$ cat config.mk
export PLATFORM = sky130hd
export DESIGN_NAME = eig_isqrt_pipe
export DESIGN_NICKNAME = d
export VERILOG_FILES = /design/src/hdl/eig_isqrt_pipe.sv
export SDC_FILE = /design/constraint.sdc
export NUM_CORES = 1
export LEC_CHECK = 0
export BUFFER_PORTS_ARGS = -buffer_cell sky130_fd_sc_hd__buf_2
export CAP_MARGIN = 20
export CORE_MARGIN = 5
export CORE_UTILIZATION = 45
export CTS_BUF_LIST = sky130_fd_sc_hd__clkbuf_16
export DETAILED_ROUTE_END_ITERATION = 8
export PLACE_DENSITY = 0.57
export REMOVE_ABC_BUFFERS = 1
export SLEW_MARGIN = 20
export SYNTH_ARGS = -nofsm -noshare
export SYNTH_HDL_FRONTEND = slang
export SYNTH_SLANG_ARGS = --single-unit
$ cat constraint.sdc
create_clock -name clk -period 8.9 [get_ports clk]
set_clock_uncertainty 0.15 [all_clocks]
set_input_delay 0.445 -clock clk [delete_from_list [all_inputs] [get_ports clk]]
set_output_delay 0.445 -clock clk [all_outputs]
set_load 0.01 [all_outputs]
$ cat src/hdl/eig_isqrt_pipe.sv
// Pipelined integer square root, one result bit per stage, with a tag carried alongside.
`timescale 1ns / 1ps

module eig_isqrt_pipe #(
	parameter int IN_W  = 36,
	parameter int TAG_W = 1
) (
	input  logic                  clk,
	input  logic                  arst_n,
	input  logic                  vld_i,
	input  logic [IN_W-1:0]       rad_i,
	input  logic [TAG_W-1:0]      tag_i,
	output logic                  vld_o,
	output logic [IN_W/2-1:0]     root_o,
	output logic [TAG_W-1:0]      tag_o
);

	localparam int OUT_W = IN_W / 2;

	logic             vld_s [OUT_W];
	logic [IN_W-1:0]  rem_s [OUT_W];
	logic [IN_W-1:0]  root_s [OUT_W];
	logic [TAG_W-1:0] tag_s [OUT_W];

	genvar k;
	for (k = 0; k < OUT_W; k++) begin : g_st
		logic             vld_in;
		logic [IN_W-1:0]  rem_in;
		logic [IN_W-1:0]  root_in;
		logic [TAG_W-1:0] tag_in;
		logic [IN_W-1:0]  bit_c;
		logic [IN_W:0]    trial;

		if (k == 0) begin : g_first
			assign vld_in  = vld_i;
			assign rem_in  = rad_i;
			assign root_in = '0;
			assign tag_in  = tag_i;
		end else begin : g_next
			assign vld_in  = vld_s[k-1];
			assign rem_in  = rem_s[k-1];
			assign root_in = root_s[k-1];
			assign tag_in  = tag_s[k-1];
		end

		assign bit_c = IN_W'(1) << (2 * (OUT_W - 1 - k));
		assign trial = {1'b0, root_in} + {1'b0, bit_c};

		always_ff @(posedge clk or negedge arst_n) begin
			if (!arst_n) begin
				vld_s[k] <= 1'b0;
			end else begin
				vld_s[k] <= vld_in;
			end
		end

		always_ff @(posedge clk) begin
			tag_s[k] <= tag_in;
			if ({1'b0, rem_in} >= trial) begin
				rem_s[k]  <= rem_in - IN_W'(trial);
				root_s[k] <= (root_in >> 1) + bit_c;
			end else begin
				rem_s[k]  <= rem_in;
				root_s[k] <= root_in >> 1;
			end
		end
	end

	assign vld_o  = vld_s[OUT_W-1];
	assign root_o = root_s[OUT_W-1][OUT_W-1:0];
	assign tag_o  = tag_s[OUT_W-1];

endmodule

---- Word level (Yosys, flattened, before mapping) ----
Memory sizes are Yosys's and may differ from the RTL's.
Index checks and enable logic that the tools add are counted.
Widths: inputs -> output; s select.
word-level totals
  flip-flop bits (word level) ............. 18
  latch bits .............................. 0
  bits in writable memories ............... 1314
  bits in read-only memories .............. 0
  input bits .............................. 40
  output and inout bits ................... 20
  word-level logic and storage cells ...... 217
  memories kept ........................... 3
memory list
  name    depth  width  read ports  clocked after memory_dff  wr ports  line  source
  rem_s   18     36     17          0                         18        21    logic [IN_W-1:0] rem_s [OUT_W];
  root_s  18     36     18          0                         18        22    logic [IN_W-1:0] root_s [OUT_W];
  tag_s   18     1      18          0                         18        23    logic [TAG_W-1:0] tag_s [OUT_W];
operators by class
  add/subtract/negate cells ............... 52
  multiply operators ...................... 0
  divide/modulo/power cells ............... 0
  order comparisons ....................... 18
  equal/unequal tests ..................... 0
  shift operators ......................... 0
  muxes and demuxes ....................... 90
  bitwise gates (word level) .............. 36
  reductions and logical operators ........ 0
operator list
  kind                    number
  $mux 36                 36
  $ge 36x37->1            17
  $sub 36x36->36          17
  $mux 1                  54
  $add 36x1->37 const B   1
  $add 36x11->37 const B  1
  $add 36x13->37 const B  1
  $add 36x15->37 const B  1
  $add 36x17->37 const B  1
  $add 36x19->37 const B  1
  $add 36x21->37 const B  1
  $add 36x23->37 const B  1
  $add 36x25->37 const B  1
  $add 36x27->37 const B  1
  $add 36x29->37 const B  1
  $add 36x3->37 const B   1
  $add 36x31->37 const B  1
  $add 36x33->37 const B  1
  $add 36x5->37 const B   1
  $add 36x7->37 const B   1
  $add 36x9->37 const B   1
  $add 35x1->36 const B   1
  $add 35x11->36 const B  1
  $add 35x13->36 const B  1
  17 further kinds        52

---- Longest topological paths before layout ----
Gate-level depths: netlist of run 1.
An unclocked memory read counts as a cell.
  depth after elaboration ................. 6
  depth in mapped cells ................... 13
  mapped depth without buffers ............ 11

---- Worst setup path before layout of run 1 ----
No wires, ideal clock.
  path type ............................... reg2reg
  from .................................... mem root_s[14][9], in the netlist root_s[7][9]
  to ...................................... mem rem_s[15][29], in the netlist rem_s[7][65]
  library setup time ...................... 0.118 ns
  arrival time ............................ 2.834 ns
  required time ........................... 8.632 ns
  slack ................................... 5.798 ns
  stages on the path, launching flop included .. 11
  buffers on the path ..................... 0
  period minus slack after synthesis ...... 3.102 ns
  cell sequence ........................... dfxtp_1 inv_1 ha_1 a21o_1 a21o_1 a211oi_1 a211oi_1 nor4_2 nand2_1 or4b_2 xnor2_1
RTL lines
  item         line
  from (decl)  22
  to (decl)    21

==> results of run 1 <==
flip-flops by register name (all words and copies together) (netlist names):
| register | count |
|---|---|
| vld_o | 1 |
| rem_s | 612 |
| root_s | 171 |
| tag_s | 18 |
| g_st.vld_in | 17 |
cell type report:
class                   count  share of cell area, %
well taps                 855                   3.14
multi-input cells        1744                   35.2
flip-flops and latches    819                   48.5
clock inverters            70                   2.27
repair buffers            105                   2.18
clock buffers              84                   6.18
inverters                 229                   2.53
logic make-up after synthesis:
family,count (synthesis),synth area share (%)
buffers and inverters,266,3.44
AND/OR/NAND/NOR,802,14.1
adder cells (fa/ha/maj),185,7.86
AO/OA/AOI/OAI,479,10.1
XOR/XNOR,249,7.41
multiplexers,29,1.07
flip-flops,819,56.0
worst max-delay path: stages (launching register included):
cell and delay [ns]:
dfxtp_1 0.32, inv_1 0.05, ha_1 0.34, a21o_1 0.25, a21o_1 0.19, a211oi_1 0.53, a211oi_1 0.23, or4b_2 1.03
nand2_1 0.34, a2111oi_0 0.13, xor2_1 0.16
report_power, final:
| part | internal (mW) | switching, mW |
|---|---|---|
| combinational | 1.39 | 1.66 |
| clock | 2.10 | 1.46 |
| sequential | 4.53 | 0.677 |
| total | 8.01 | 3.80 |
cell usage after synthesis (all sizes together), types with 5 or more instances:
master,n
nand3,27
ha,185
and4,7
and2,10
nor4b,11
nor2,150
xor2,129
o21bai,8
a21boi,6
o21ai,156
nor2b,22
a211oi,18
inv,229
a21o,51
a31oi,6
a211o,5
or4b,9
or2,8
and3b,5
a21oi,116
a2111oi,7
or4,21
nand3b,5
nand4,29
nand4b,9
clkbuf,27
nor3,98
mux2i,10
nor3b,9
dfrtp,18
o211ai,10
xnor2,120
nand2,202
and3,11
or3,35
nor4,88
dfxtp,801
buf,10
o31ai,21
nand2b,41
o21a,39
mux2,19
layer usage:
metal  wire length (um)  track usage (%)  part of all wire (%)  vias to the layer above
met4               1790             5.15                   2.7                        0
li1                   -                -                     -                    10100
met1              27200             21.4                    42                     9311
met2              34300             34.8                    53                      309
met3               1990             2.85                   3.1                      128
met5                  0                0                     0                        -
repair_timing:
action	in CTS	in global routing
resized for setup	0	0
buffers inserted	0	0
hold buffers	40	0
hold endpoints to repair	57	0
final timing paths:
check,start,end,slack [ns],cells past startpoint
max,root_s[7][9],rem_s[7][64],5.05,10
min,arst_n,vld_o,0.1,2
max reg2reg,root_s[7][9],rem_s[7][64],5.05,10
min reg2reg,tag_s[6],tag_s[7],0.17,0
max in group asynchronous,arst_n,g_st[4].vld_in,8.21,2
min in group clk,tag_s[6],tag_s[7],0.17,0
through the flow:
step	cells	util [%]	hold slack [ns]	power [mW]	instance area [sq um]
4_1_cts	3905	52.6	0.0787	12.0	34000
5_1_grt	3906	52.7	0.120	12.6	34000
6_report	3906	52.7	0.0962	11.8	34000
3_3_place_gp	3711	47.6	0.162	8.26	30700
3_5_place_dp	3711	47.6	0.163	8.33	30700
2_1_floorplan	2792	-	-0.000591	7.37	29300
==> flow_summary.yaml, run 1 <==
sta:
  maxSlewHeadroom_pct: 29.0
  worst_pin_slew_ns: 1.07
  setup-tns-final_ns: 0
  fin_ws_ns: 5.05
  final_hold_viol_count: 0
  fmax_mhz: 260
  timing.final.crit_share_pct: 43.2
  fin_crit_ns: 3.85
  rsz0062_at_grt: "false"
  timing.final.max_slew_violations: 0
  setup_viol: 0
power_and_ir_drop:
  ir_drop_mv: 0.204
  p_leak_nw: 15.4
  p_per_area_mw_per_mm2: 347
global_route:
  grt_pass1_wl_um: 106000
  grtUsageTotal_pct: 18.4
  grt_pass1_vias: 20300
  grt_max_degree: 36
  grt_overflow: 0
  antenna_found_initial: 1
floorplan:
  die_x_um: 266
  initial_core_util_pct: 45.6
  io-pin-count: 60
  coreArea_sq_mm: 0.0646
  die_h_um: 266
  dieArea_sq_mm: 0.0707
  rows: 93
logic_synthesis:
  avgSynthCellArea_sq_um: 10.4
  ys.flop_type: "dfxtp_1"
  ys_ff_latch: 819
  synth.area.top_cells: "dfxtp_1 54%, ha_1 7.9%, xor2_1 3.8%, xnor2_1 3.6%, inv_1 2.9%"
  synth_cell_types: 70
  syn_inst: 2829
  synth_top_cell_by_area: "dfxtp_1"
  synth-async-reset-ratio_pct: 2.20
  yosysSeqAreaShare_pct: 56.0
  synthesis.area_sq_mm: 0.0294
  synth_edf_count: 0
  synth_top_area_share_pct: 54.5
  yosysWarnings: 0
critical_path:
  critPathKind: "flip-flop to flip-flop"
  worstSetupStartpointType: "flip-flop"
  worstPathRequired_ns: 9.24
  critical_path.max_fanout: 27
  worstPathArrival_ns: 4.19
  cp-end-kind: "flip-flop"
placement:
  gp_congestion: 0.844
  place_ws_ns: 4.95
  port_buffers: 59
  place_hpwl_um: 50800
route:
  vias_per_cell: 5.07
  postRouteAntennaNets: 0
  drc_errors: 0
  firstDrtPassIters: 5
  wl_per_cell_um: 16.7
  dr_total_vias: 19800
  drtIter0Drc: 905
  wirelength_um: 65300
clock_network:
  cts_buffer_depth: 3
  clkSinkCount: 819
  insertion_delay_ns: 0.64
  htreeDepth: 3
  cts-root-buf: "clkbuf_16"
  cts.clk_slew.worst_paths_ns: 0.07
  cts_tree: "done"
  cts_buffers: 84
run_status:
  status: "complete, no violations"
final_layout:
  multi_input_area_sq_mm: 0.0120
  final_common_cell: "dfxtp_1"
  register_area_sq_mm: 0.0165
  layout_common_cells: "801 x dfxtp_1, 237 x inv_1, 202 x nand2_1, 185 x ha_1, 155 x o21ai_0"
  fill_cells: 5718
  drive_gt1_share_pct: 7.87
  area_growth_syn_to_layout_pct: 15.5
  fin_nets: 3208
  antenna_cells: 0
min_path:
  hp-class: "input port to asynchronous set/reset pin"
flow_run:
  maxCapViolCount: 0
Power figures use the tool's default switching activity.
==> inputs of run 2 (changes only) <==
--- a/config.mk
+++ b/config.mk
@@ -11,7 +11,7 @@
 export CORE_UTILIZATION = 45
 export CTS_BUF_LIST = sky130_fd_sc_hd__clkbuf_16
 export DETAILED_ROUTE_END_ITERATION = 8
-export PLACE_DENSITY = 0.57
+export PLACE_DENSITY = 0.6
 export REMOVE_ABC_BUFFERS = 1
 export SLEW_MARGIN = 20
 export SYNTH_ARGS = -nofsm -noshare
==> constraint.sdc (replaced) <==
create_clock -name clk -period 3.15 [get_ports clk]
set_clock_uncertainty 0.15 [all_clocks]
set_input_delay 0.1575 -clock clk [delete_from_list [all_inputs] [get_ports clk]]
set_output_delay 0.1575 -clock clk [all_outputs]
set_load 0.01 [all_outputs]
==> run 2 against run 1 <==
  * Sequential share of layout area fell by 1.8 points
  * Final area grew 3.8%
  * Combinational power rose to 3.1 times the previous value
  * Critical path type unchanged
  * Setup slack worse by 5.0 ns
  * Worst hold slack gained 0.024 ns
  * Largest power group unchanged
  * Via count rose by 2.8%
  * Highest routed layer unchanged
  * Critical path depth did not move
  * Register-to-register slack worse by 5.0 ns
==> flow_summary.yaml, run 2 (synthesized netlist as in run 1, its figures left out) <==
final_layout:
  drive_gt1_share_pct: 11.9
  antenna_cells: 0
  reg_top3: "rem_s: 612 flops, root_s: 171 flops, tag_s: 18 flops"
  fin_nets: 3354
  final_common_cell: "dfxtp_1"
  final_util_pct: 54.7
  stdcell_area_sq_mm: 0.0353
  fin_cells: 4049
  layout_common_cells: "800 x dfxtp_1, 249 x inv_1, 202 x nand2_1, 181 x ha_1, 148 x nor2_1"
  top_register: "rem_s"
  largest_reg_flops: 612
  area_growth_syn_to_layout_pct: 19.9
clock_network:
  cts_buffer_depth: 3
  clkSinkCount: 819
  cts.clk_slew.worst_paths_ns: 0.06
  cts-root-buf: "clkbuf_16"
  insertion_delay_ns: 0.62
  cts_buffers: 83
  htreeDepth: 3
  cts_tree: "done"
sta:
  fin_crit_ns: 3.06
  fmax_mhz: 327
  maxSlewHeadroom_pct: 36.2
  setup_viol: 0
  final_hold_viol_count: 0
  worst_pin_slew_ns: 0.950
  whs_ns: 0.120
  timing.final.crit_share_pct: 97.2
  timing.final.max_slew_violations: 0
  fin_ws_ns: 0.0881
  setup-tns-final_ns: 0
global_route:
  grtUsageTotal_pct: 18.0
  grt_pass1_vias: 21300
  grt_max_degree: 28
  antenna_found_initial: 0
  grt_pass1_wl_um: 105000
  grt_overflow: 0
power_and_ir_drop:
  swShare_pct: 31.9
  ir_drop_mv: 0.611
  comb_power_share_pct: 28.0
  p_per_area_mw_per_mm2: 944
  pwr-share-seq_pct: 43.7
  p_switching_mw: 10.6
  power.share.clock_pct: 28.3
  total_power_mw: 33.3
  p_int_mw: 22.7
  p_leak_nw: 16.1
placement:
  gp_congestion: 0.913
  placed_cells: 3817
  place_ws_ns: -0.205
  port_buffers: 59
  postPlaceCellArea_sq_mm: 0.0316
  place_hpwl_um: 49300
floorplan:
  coreArea_sq_mm: 0.0646
  initial_core_util_pct: 45.6
  rows: 93
  die_x_um: 266
  die_h_um: 266
  dieArea_sq_mm: 0.0707
  io-pin-count: 60
route:
  dr_total_vias: 20400
  drtIter0Drc: 900
  wirelength_um: 63800
  firstDrtPassIters: 5
  drc_errors: 0
  vias_per_cell: 5.03
  wl_per_cell_um: 15.8
  postRouteAntennaNets: 0
critical_path:
  rr_worst_depth: 10
  rr_startpoint: "rem_s[7][43]"
  worstPathRequired_ns: 3.55
  reg2reg_to: "rem_s[8][32]"
  endpoint: "rem_s[8][32]"
  rrSetupSlack_ns: 0.09
  critPathKind: "flip-flop to flip-flop"
  worstSetupStartpointType: "flip-flop"
  cp-end-kind: "flip-flop"
  cp-startpoint: "rem_s[7][43]"
  worstPathArrival_ns: 3.46
  critical_path.max_fanout: 8
flow_run:
  maxCapViolCount: 0
min_path:
  hp-class: "input port to flip-flop"
run_status:
  status: "complete, no violations"
[run 2: cell types whose count changed in the layout (fill, tap and decap cells not counted), sizes merged]
cell and change:
buf +110, bufinv -5, clkbuf -1, clkinv -8, clkinvlp +1, dlygate4sd3 +37, inv +9
[run 2: critical path, cell delays in order (launching register included)]
cell      delay (ns)
dfxtp_1         0.36
ha_2            0.33
a21o_1          0.22
nand2b_1        0.18
nor3b_2         0.20
buf_4           0.14
o211ai_1        0.12
a32oi_1         0.32
or4b_4          0.57
nor4_1          0.24
xor2_1          0.17
[run 2: power by group through the flow]
| stage | Clock (mW) | Combinational (mW) | Sequential [mW] |
|---|---|---|---|
| 6_report | 9.44 | 9.33 | 14.6 |
| 3_3_place_gp | 0 | 8.89 | 14.7 |
| 5_1_grt | 10.2 | 10.5 | 14.9 |
| 2_1_floorplan | 0 | 6.69 | 14.1 |
| 4_1_cts | 9.72 | 9.30 | 14.6 |
| 3_5_place_dp | 0 | 9.13 | 14.8 |
[run 2: worst min path at each step]
stage              start         endpoint  slack [ns]  depth (start not counted)
2_1_floorplan     arst_n  g_st[10].vld_in       -0.29                          0
3_3_place_gp      arst_n            vld_o       -0.07                          1
3_5_place_dp      arst_n  g_st[14].vld_in       -0.05                          1
4_1_cts        rad_i[34]    root_s[0][34]        0.07                          3
5_1_grt        rad_i[35]    root_s[0][34]        0.11                          3
6_report       rad_i[35]    root_s[0][34]        0.12                          3
[run 2: final cells by class]
| type | count | area, sq um |
|---|---|---|
| fill | 5564 | 29300 |
| timing repair buffer | 252 | 1990 |
| multi-input combinational | 1744 | 12200 |
| clock buffer | 83 | 2080 |
| sequential | 819 | 16500 |
| tap | 855 | 1070 |
| clock inverter | 67 | 613 |
| inverter | 229 | 860 |
[run 2: routing by layer]
layer	wire (um)	track usage [%]	vias up
met5	0	0	-
met4	3320	9.04	0
met3	1690	2.85	163
met2	34900	35.5	288
met1	23900	18.1	9576
li1	-	-	10300
[run 2: timing repair]
item / 4_1_cts / 5_1_grt
hold endpoints to repair: 57 / 0
endpoints found under the setup margin: 45 / 112
resized for setup: 18 / 45
hold buffers: 77 / 0
pin swaps: 7 / 9
buffers inserted: 0 / 5
